--- src/hw/rtl/fbad_div.sv ---
// ----------------------------------------------------------------------------
// Serial divider
// Unsigned restoring divider producing one quotient bit per cycle.
// ----------------------------------------------------------------------------
module fbad_div #(
	parameter int DW = 45,
	parameter int VW = 16
) (
	input  logic          clk,
	input  logic          arst_n,
	input  logic          start,
	input  logic [DW-1:0] dividend,
	input  logic [VW-1:0] divisor,
	output logic          done,
	output logic [DW-1:0] quotient,
	output logic [VW-1:0] remainder
);

	localparam int CW = $clog2(DW + 1);

	logic [VW-1:0] rem_q;
	logic [DW-1:0] quo_q;
	logic [VW-1:0] dvs_q;
	logic [CW-1:0] cnt_q;
	logic          busy_q;
	logic          done_q;
	logic [VW:0]   trial;
	logic          fits;

	assign trial = {rem_q, quo_q[DW-1]};
	assign fits  = trial >= {1'b0, dvs_q};

	always_ff @(posedge clk or negedge arst_n) begin
		if (!arst_n) begin
			rem_q  <= '0;
			quo_q  <= '0;
			dvs_q  <= '0;
			cnt_q  <= '0;
			busy_q <= 1'b0;
			done_q <= 1'b0;
		end else begin
			done_q <= 1'b0;
			if (start) begin
				rem_q  <= '0;
				quo_q  <= dividend;
				dvs_q  <= divisor;
				cnt_q  <= '0;
				busy_q <= 1'b1;
			end else if (busy_q) begin
				rem_q <= fits ? VW'(trial - {1'b0, dvs_q}) : trial[VW-1:0];
				quo_q <= {quo_q[DW-2:0], fits};
				cnt_q <= cnt_q + 1'b1;
				if (cnt_q == CW'(DW - 1)) begin
					busy_q <= 1'b0;
					done_q <= 1'b1;
				end
			end
		end
	end

	assign done      = done_q;
	assign quotient  = quo_q;
	assign remainder = rem_q;

endmodule

--- config.mk ---
export PLATFORM = sky130hd
export DESIGN_NAME = fbad_div
export DESIGN_NICKNAME = d
export VERILOG_FILES = /design/src/hw/rtl/fbad_div.sv
export SDC_FILE = /design/constraint.sdc
export NUM_CORES = 1
export LEC_CHECK = 0
export ABC_AREA = 1
export BUFFER_PORTS_ARGS = -buffer_cell sky130_fd_sc_hd__buf_2
export CAP_MARGIN = 10
export CORE_ASPECT_RATIO = 1.2
export CORE_MARGIN = 3
export CORE_UTILIZATION = 47
export DETAILED_ROUTE_END_ITERATION = 10
export HOLD_SLACK_MARGIN = 0.08
export PLACE_DENSITY = 0.72
export SYNTH_ARGS = -nofsm -noshare
export SYNTH_HDL_FRONTEND = slang
export SYNTH_SLANG_ARGS = --single-unit
--- constraint.sdc ---
create_clock -name clk -period 4.12 [get_ports clk]
set_input_delay 0.412 -clock clk [delete_from_list [all_inputs] [get_ports clk]]
set_output_delay 0.412 -clock clk [all_outputs]
set_load 0.05 [all_outputs]
# Word-level counts from Yosys, hierarchy flattened
# Cells that the tools add are included.
# word_totals
in_bits	64
rom_bits	0
mem_count	0
latchBits	0
reg_bits	85
output_inout_bits	62
ramBits	0
# op_classes
n_mux	13
mul	0
div	0
n_reduce_logical	1
order_cmp	1
n_eq_ne	1
add_sub_neg	2
bitwise_logic	0
n_shift	0
# op_table
op	n
$mux 45	2
$mux 16	3
$ge 17x16->1	1
$sub 16x16->16	1
$mux 6	2
$add 6x1->6 const B	1
$eq 6x6->1 const B	1
$mux 1	6
$reduce_bool 2->1	1

# Depth between registers and ports, before layout
# Gate-level depths: netlist of the first run.
# depth
depth_word	4
ltp_mapped	14
ltp_nobuf	14

# Least setup slack after synthesis of the first run
# No wires, ideal clock.
# synth_timing
kind	reg2reg
startpoint	reg quo_q[44], in the netlist quotient[44]
endpoint	reg rem_q[12], in the netlist remainder[12]
stages_incl_launch_ff	10
path_buffers	0
t_required_ps	4002
setup_ps	118
period_less_slack_ps	2103
path_slack_ps	2017
arrival_time_ps	1985
path_cell_list	dfrtp_1 inv_1 ha_1 fa_1 o21bai_1 nand2_1 nand4_1 nand3_2 nand3_1 nand2_1
# synth_via
elab_chain_cells	4
# synth_lines
element	line	rtl
from (decl)	22	logic [DW-1:0] quo_q;
from (signal assigned)	45	quo_q <= dividend;
from (signal assigned)	51	quo_q <= {quo_q[DW-2:0], fits};
$sub 16x16->16 / $ge 17x16->1 (equally long branches)	50, 31	
$mux 16 *	50	rem_q <= fits ? VW'(trial - {1'b0, dvs_q}) : trial[VW-1:0];
$mux 16 *	49	end else if (busy_q) begin
$mux 16 *	43	if (start) begin
to (signal assigned)	50	
to (decl)	21	logic [VW-1:0] rem_q;
# Every way passes the cells marked *; elsewhere a longest branch is shown, timed or not. The select of a mux whose other input is x is not followed.
# A chain may end at the register's enable or synchronous reset.

# Worst setup path after layout of the first run
# layout_timing
startpoint	reg rem_q[11], in the netlist remainder[11]
endpoint	reg rem_q[15], in the netlist remainder[15]
# layout_via
elab_chain_cells	4
# layout_lines
element	line
$sub 16x16->16 / $ge 17x16->1 (equally long branches)	50, 31
$mux 16 *	50
$mux 16 *	49
$mux 16 *	43
# Marks and branches as above.

==> flow_metrics.tcl, run 1 <==
set metrics [dict create \
    status "complete, no violations" \
    post_cts_buffers 0 \
    cp.required_ns 4.36 \
    finalWeightedCongestion 0.9313 \
    die_x_um 98.74 \
    area_delta_synth_final_pct 20.82 \
    rsz0062_at_grt "false" \
    die-area_um2 11580 \
    place_inst 861 \
    hp-class "input pin to async pin" \
    layout_commonest_cell "nand2_1" \
    clockBufferDepth 2 \
    routedWlPerCell_um 14.33 \
    cts_tree "built" \
    fillerInstances 972 \
    h-tree-depth 3 \
    min_period_ns 2.282 \
    grt_pass1_vias 4460 \
    postLayoutCellArea_um2 5861 \
    slew_violations 0 \
    num_vias 4474 \
    slew_headroom_pct 20.13 \
    initial_core_util_pct 48.22 \
    start_kind "flop" \
    hold_viol_final 0 \
    ys_seq_area_share_pct 43.85 \
    vdd_drop_max_mv 0.2521 \
    postRouteAntennaNets 0 \
    netlist_area_um2 4851 \
    cts_made_buffers 9 \
    cts_root_buffer "clkbuf_16" \
    nNetsFinal 829 \
    drive_gt1_share_pct 23.17 \
    cp_data_arrival_time_ns 2.52 \
    synth_seq_cells 85 \
    grt_usage_pct 22.90 \
    drc_errors 0 \
    syn_nets 713 \
    drt-pass1-iter-count 4 \
    criticalPathCategory "flop to flop" \
    fin_worst_skew_ns 0.005959 \
    via_per_inst 5.101 \
    clkTransAtPathRegs_ns 0.06 \
    clock-sinks 85 \
    hold-worst-slack_ns 0.1272 \
    syn_area_per_cell_um2 7.700 \
    grt_pass1_wl_mm 21.31 \
    num_io_pins 126 \
    ys_warn_count 0 \
    dp_hpwl_mm 9.035 \
    antenna_cells 0 \
    ctsHoldBuffers 0 \
    fin_tns_setup_ns 0 \
    power.leakage_nw 3.297 \
    grt_antenna_before_repair 0 \
    setup.worst_path.end_class "flop" \
    insertion_delay_ns 0.34 \
    grt-ovfl-total 0 \
    maxCapViolCount 0 \
    io_buffers 125 \
    die_h_um 117.3 \
    grt_max_degree 81 \
    cellPowerDensity_nw_per_um2 580.3 \
    setup_violations 0 \
    ys_types 34 \
    rows 40 \
    final_util_pct 58.26 \
    max_freq_mhz 438.2 \
    postSynthCellCount 630 \
    worst_pin_slew_ns 1.197 \
    worst-path-max-fanout 17 \
    wirelength_mm 12.57 \
    layoutNonFillerInstCount 877 \
    cts-resized-gates 0 \
    fin_crit_sh_pct 55.40 \
    layout_common_cells "217 x nand2_1, 124 x buf_2, 101 x inv_1" \
    drt_iter0_drc 218 \
    core_um2 10060 \
    placed_area_um2 5552 \
]
==> power breakdown <==
group	internal (mW)	switching [mW]	leakage [nW]
clock	0.507	0.339	0.154
combinational	0.453	1.07	2.09
sequential	0.948	0.0890	1.06
==> area by class of cell <==
cell class                      count  area [µm²]  share of cell area [%]
Timing Repair Buffer              129       658.1                   11.23
Inverter                          110       412.9                   7.045
Clock buffer                       12       256.5                   4.377
Tap cell                          126       157.7                   2.690
Multi-Input combinational cell    411        2196                   37.47
Clock inverter                      4       52.55                  0.8967
Sequential cell                    85        2127                   36.29
==> routing by layer <==
metal | track usage, % | part of all wire, % | vias up
met2 | 39.07 | 50 | 131
li1 | - | - | 2243
met1 | 27.82 | 42 | 2081
met3 | 5.691 | 6.3 | 19
met4 | 9.563 | 2.1 | 0
met5 | 0 | 0 | -
==> state kept, by name, summed over array words and instances (netlist names) <==
signal / flops
busy_q: 1
quotient: 45
done: 1
dvs_q: 16
remainder: 16
cnt_q: 6
==> per-stage QoR <==
| stage | power [mW] | setup WS [ns] |
|---|---|---|
| floorplan | 2.247 | 2.017 |
| global placement | 2.546 | 1.896 |
| detailed placement | 2.568 | 1.844 |
| global route | 3.641 | 1.618 |
| CTS | 3.425 | 1.828 |
| finish | 3.401 | 1.838 |
==> synth_stat cells, drive strengths merged <==
cell	n	area share, %
a31oi	1	0.13
dfrtp	85	44
clkbuf	12	0.93
nand3b	6	0.93
fa	1	0.41
ha	18	4.6
o21ai	25	2.6
a22oi	4	0.62
nand3	43	5.3
or2	1	0.13
nand2	223	18
inv	110	8.5
xor2	6	1.1
o21bai	2	0.31
buf	12	1.5
o211ai	14	2.2
and2	1	0.13
a21oi	8	0.90
nand4	5	0.64
nor3	7	0.95
nor2	20	1.9
o221ai	26	4.7
==> final timing paths <==
check | slack [ns] | end | start | cells after the start
min in group clk | 0.27 | dvs_q[8] | divisor[8] | 3
hold reg to reg | 0.46 | cnt_q[5] | cnt_q[5] | 1
setup reg to reg | 1.84 | remainder[15] | remainder[11] | 13
max in group asynchronous | 3.12 | quotient[18] | arst_n | 2
setup / recovery | 1.84 | remainder[15] | remainder[11] | 13
hold / removal | 0.13 | dvs_q[6] | arst_n | 1
==> kinds of logic after synthesis <==
| logic type | share of synthesized area, % |
|---|---|
| adders and majority gates | 5.056 |
| AOI/OAI and AO/OA | 11.40 |
| xor gates and xnor gates | 1.083 |
| buffers and inverters | 10.94 |
| and+or+nand+nor | 27.68 |
| DFF | 43.85 |
==> critical path: stages, from the launching register on <==
cell,delay [ns]
dfrtp_1,0.40
ha_1,0.38
nand2_1,0.13
inv_2,0.04
nand2_1,0.05
nand2_1,0.06
nand2_1,0.06
nand2_1,0.08
nor2_4,0.41
nand2_4,0.26
nand2_1,0.15
nand2_1,0.06
nand2_1,0.06
nand2_1,0.04
No activity file was read; power rests on OpenSTA's default activity.
==> run 2: changes to the inputs <==
--- a/config.mk
+++ b/config.mk
@@ -13,7 +13,7 @@
 export CORE_UTILIZATION = 47
 export DETAILED_ROUTE_END_ITERATION = 10
 export HOLD_SLACK_MARGIN = 0.08
-export PLACE_DENSITY = 0.72
+export PLACE_DENSITY = 0.75
 export SYNTH_ARGS = -nofsm -noshare
 export SYNTH_HDL_FRONTEND = slang
 export SYNTH_SLANG_ARGS = --single-unit
==> constraint.sdc (replaced) <==
create_clock -name clk -period 2.05 [get_ports clk]
set_input_delay 0.205 -clock clk [delete_from_list [all_inputs] [get_ports clk]]
set_output_delay 0.205 -clock clk [all_outputs]
set_load 0.05 [all_outputs]
==> run 2 against run 1 <==
  * Critical path depth down 3
  * Non-clock buffer count up 50
  * Via count up 6.7%
  * Highest routed layer unchanged
==> flow_metrics.tcl, run 2 (same netlist as run 1, synthesis figures left out) <==
set metrics [dict create \
    hp-class "input pin to flop" \
    grt_pass1_wl_mm 22.42 \
    grt_pass1_vias 4809 \
    layout_common_cells "212 x nand2_1, 125 x buf_2, 100 x inv_1" \
    finalWeightedCongestion 0.9816 \
    status "complete, no violations" \
    layout_commonest_cell "nand2_1" \
    core_um2 10060 \
    die-area_um2 11580 \
    cellPowerDensity_nw_per_um2 1099 \
    grt_antenna_before_repair 0 \
    min_period_ns 1.955 \
    area_delta_synth_final_pct 35.16 \
    largest_reg_flops 45 \
    drt_iter0_drc 186 \
    clkTransAtPathRegs_ns 0.07 \
    maxCapViolCount 0 \
    worst_pin_slew_ns 1.227 \
    worst-path-max-fanout 6 \
    criticalPathCategory "flop to flop" \
    rows 40 \
    slew_headroom_pct 18.11 \
    die_h_um 117.3 \
    cp_data_arrival_time_ns 2.14 \
    slew_violations 0 \
    io_buffers 125 \
    power.leakage_nw 3.498 \
    wirelength_mm 13.97 \
    postRouteAntennaNets 0 \
    vdd_drop_max_mv 0.4952 \
    hold_viol_final 0 \
    drive_gt1_share_pct 27.18 \
    grt_usage_pct 24.06 \
    die_x_um 98.74 \
    num_io_pins 126 \
    antenna_cells 0 \
    cts_made_buffers 9 \
    place_ws_ns 0.06034 \
    fin_worst_skew_ns 0.006884 \
    initial_core_util_pct 48.22 \
    cts_root_buffer "clkbuf_16" \
    clockBufferDepth 2 \
    max_freq_mhz 511.5 \
    cp.required_ns 2.23 \
    cts_tree "built" \
    routedWlPerCell_um 15.05 \
    setup.worst_path.end_class "flop" \
    setup_ws_ns 0.09479 \
    num_vias 4772 \
    drt-pass1-iter-count 5 \
    clock-sinks 85 \
    setup_violations 0 \
    insertion_delay_ns 0.34 \
    start_kind "flop" \
    grt_max_degree 80 \
    drc_errors 0 \
    dp_hpwl_mm 9.403 \
    h-tree-depth 3 \
    via_per_inst 5.142 \
    nNetsFinal 880 \
    grt-ovfl-total 0 \
    fillerInstances 841 \
    hold-worst-slack_ns 0.08941 \
    fin_crit_sh_pct 95.38 \
]
==> run 2: changes by cell type in the layout (fill, tap and decap cells not counted), sizes merged <==
| cell | before | now |
|---|---|---|
| clkinv | 1 | 2 |
| nand2 | 223 | 224 |
| dlygate4sd3 | 0 | 36 |
| bufinv | 1 | 0 |
| buf | 129 | 142 |
| inv | 112 | 111 |
| clkinvlp | 0 | 2 |
==> run 2: repair_timing <==
item                                   4_1_cts  5_1_grt
setup endpoints to repair                    0       17
endpoints found under the hold margin       68        0
gates resized for setup                      0       34
hold buffers                                36        0
buffers inserted                             0        5
==> run 2: power breakdown <==
group / leakage (nW) / total, mW / switching (mW) / internal, mW
Clock: 0.132 / 1.55 / 0.692 / 0.855
Sequential: 1.05 / 2.12 / 0.215 / 1.91
Combinational: 2.32 / 3.53 / 2.33 / 1.20
Total: 3.50 / 7.20 / 3.23 / 3.97
==> run 2: layer usage <==
| metal | global-route usage, % | up-vias | wire, µm |
|---|---|---|---|
| li1 | - | 2347 | - |
| met1 | 28.18 | 2238 | 5717 |
| met2 | 43.15 | 159 | 6986 |
| met3 | 5.750 | 28 | 898 |
| met4 | 8.652 | 0 | 368 |
| met5 | 0 | - | 0 |
==> run 2: cell type report <==
cell class / count / area (µm²) / area share [%]
flip-flops and latches: 85 / 2132 / 32.52
clock inverters: 5 / 33.78 / 0.5153
well taps: 126 / 157.7 / 2.405
clock buffers: 11 / 242.7 / 3.702
inverters: 110 / 412.9 / 6.298
multi-input cells: 412 / 2411 / 36.77
repair buffers: 179 / 1166 / 17.79
==> run 2: worst paths after layout <==
| check | endpoint | slack (ns) | cells after the start | start |
|---|---|---|---|---|
| max | remainder[0] | 0.09 | 10 | remainder[8] |
| min | quotient[38] | 0.09 | 3 | dividend[38] |
| max reg2reg | remainder[0] | 0.09 | 10 | remainder[8] |
| min reg2reg | cnt_q[5] | 0.47 | 1 | cnt_q[5] |
| max in group asynchronous | remainder[13] | 1.03 | 3 | arst_n |
| min in group asynchronous | dvs_q[5] | 0.37 | 2 | arst_n |
==> run 2: metrics by stage <==
stage / utilization, % / setup TNS, ns / power [mW] / area, µm² / std cells
5_1_grt: 65.17 / -0.05563 / 7.675 / 6556 / 928
2_1_floorplan: - / 0 / 4.521 / 4856 / 630
3_3_place_gp: 55.88 / 0 / 5.203 / 5622 / 868
3_5_place_dp: 55.88 / 0 / 5.254 / 5622 / 868
6_report: 65.17 / 0 / 7.203 / 6556 / 928
4_1_cts: 62.21 / 0 / 6.879 / 6259 / 920
==> run 2: worst max-delay path, cell delays in order (launching register included) <==
cell	delay (ns)
dfrtp_1	0.42
ha_1	0.34
nand2_1	0.11
nor2_2	0.05
nand2_1	0.12
nor3_4	0.06
nor2_4	0.28
buf_6	0.17
nand3_1	0.08
nand3_1	0.09
o21ai_1	0.07
==> run 3: changes to the inputs <==
--- a/config.mk
+++ b/config.mk
@@ -14,6 +14,7 @@
 export DETAILED_ROUTE_END_ITERATION = 10
 export HOLD_SLACK_MARGIN = 0.08
 export PLACE_DENSITY = 0.75
+export RECOVER_POWER = 100
 export SYNTH_ARGS = -nofsm -noshare
 export SYNTH_HDL_FRONTEND = slang
 export SYNTH_SLANG_ARGS = --single-unit
==> run 3 against run 2 <==
  * Sequential cell count unchanged
  * Cell count did not move
  * Clock power is essentially flat
  * Fmax is essentially flat
  * Sequential share of layout area grew 0.41 points
  * Register-to-register slack about the same
  * Final area is 1.2% lower
  * Routed wire length decreased by 0.72%
  * Critical path depth stayed put
  * Utilization is 0.81 points lower
  * Die area unchanged
  * Sequential power hardly changed
==> flow_metrics.tcl, run 3 (same netlist as run 1, synthesis figures left out) <==
set metrics [dict create \
    core_um2 10060 \
    via_per_inst 5.145 \
    place_inst 868 \
    h-tree-depth 3 \
    cp.required_ns 2.23 \
    die-area_um2 11580 \
    num_io_pins 126 \
    insertion_delay_ns 0.34 \
    nNetsFinal 880 \
    clock-sinks 85 \
    die_h_um 117.3 \
    setup.worst_path.end_class "flop" \
    clkTransAtPathRegs_ns 0.07 \
    setup_violations 0 \
    postRouteAntennaNets 0 \
    drt-pass1-iter-count 5 \
    final_util_pct 64.37 \
    largest_reg_flops 45 \
    antenna_cells 0 \
    grt_antenna_before_repair 0 \
    layout_common_cells "212 x nand2_1, 100 x inv_1, 81 x dfrtp_1" \
    maxCapViolCount 0 \
    hold-worst-slack_ns 0.08897 \
    layoutNonFillerInstCount 928 \
    layout_commonest_cell "nand2_1" \
    grt_max_degree 80 \
    dp_hpwl_mm 9.403 \
    clockBufferDepth 2 \
    area_delta_synth_final_pct 33.48 \
    io_buffers 125 \
    min_period_ns 1.956 \
    power.leakage_nw 3.344 \
    drive_gt1_share_pct 21.20 \
    reg2reg_slack_ns 0.09 \
    cts_made_buffers 9 \
    grt_pass1_vias 4809 \
    cts_tree "built" \
    num_vias 4775 \
    cp_data_arrival_time_ns 2.14 \
    status "complete, no violations" \
    drc_errors 0 \
    vdd_drop_max_mv 0.5002 \
    grt_usage_pct 24.06 \
    hp-class "input pin to flop" \
    drt_iter0_drc 186 \
    die_x_um 98.74 \
    whs_path_depth 3 \
    fillerInstances 882 \
    max_freq_mhz 511.3 \
    fin_crit_sh_pct 95.41 \
    worst-path-max-fanout 6 \
    criticalPathCategory "flop to flop" \
    rows 40 \
    finalWeightedCongestion 0.9816 \
    routedWlPerCell_um 14.95 \
    start_kind "flop" \
    slew_violations 0 \
    slew_headroom_pct 1.112 \
    cellPowerDensity_nw_per_um2 1108 \
    grt-ovfl-total 0 \
    cts_root_buffer "clkbuf_16" \
    fin_worst_skew_ns 0.007504 \
    fin_tns_setup_ns 0 \
    worst_pin_slew_ns 1.483 \
    hold_viol_final 0 \
    r2r.worst_path.cells 10 \
    grt_pass1_wl_mm 22.42 \
    wirelength_mm 13.87 \
    initial_core_util_pct 48.22 \
]
[run 3: changes by cell type in the layout (fill, tap and decap cells not counted)]
cell and change:
buf_12 -1, buf_2 -47, buf_4 -3, clkbuf_1 +47, clkbuf_2 +3, clkbuf_4 +1
nor2_1 +1, nor2_2 -1, o21ai_0 +1, o21ai_1 -1
[run 3: worst paths after layout]
path / to / startpoint
setup / recovery: remainder[0] / remainder[8]
hold / removal: quotient[38] / dividend[38]
setup reg to reg: remainder[0] / remainder[8]
hold reg to reg: cnt_q[5] / cnt_q[5]
max in group asynchronous: remainder[14] / arst_n
min in group asynchronous: dvs_q[8] / arst_n
[run 3: metal layers]
| layer | vias to the layer above | track usage (%) | part of all wire, % |
|---|---|---|---|
| met5 | - | 0 | 0 |
| met4 | 0 | 8.652 | 2.6 |
| met3 | 28 | 5.750 | 7.0 |
| met2 | 174 | 43.15 | 51 |
| met1 | 2224 | 28.18 | 40 |
| li1 | 2349 | - | - |
[run 3: area by class of cell]
class	instances	area (µm²)	share of cell area, %
clock buffers	11	242.7	3.749
inverters	110	412.9	6.377
flip-flops and latches	85	2132	32.93
multi-input cells	412	2409	37.20
clock inverters	5	33.78	0.5217
repair buffers	179	1087	16.79
well taps	126	157.7	2.435
[run 3: per-stage QoR]
stage	setup slack (ns)	area, µm²	total power [mW]
2_1_floorplan	0.006280	4856	4.521
3_3_place_gp	0.08115	5622	5.203
3_5_place_dp	0.06034	5622	5.254
4_1_cts	0.05002	6259	6.879
5_1_grt	-0.02081	6475	7.643
6_report	0.09416	6475	7.172
[run 3: power by group]
group	total, mW	switching, mW	internal, mW	leakage (nW)
logic	3.49	2.32	1.17	2.16
clock network	1.55	0.696	0.855	0.132
registers	2.13	0.217	1.91	1.05
[run 3: worst max-delay path: stages, from the launching register on]
cell     delay (ns)
dfrtp_1        0.42
ha_1           0.34
nand2_1        0.11
nor2_2         0.05
nand2_1        0.12
nor3_4         0.06
nor2_4         0.28
buf_6          0.17
nand3_1        0.08
nand3_1        0.09
o21ai_1        0.07
[run 3: timing repair]
item / CTS / global route
endpoints found under the hold margin: 68 / 0
hold buffers: 36 / 0
resized for setup: 0 / 34
buffers inserted: 0 / 5
setup endpoints to repair: 0 / 17
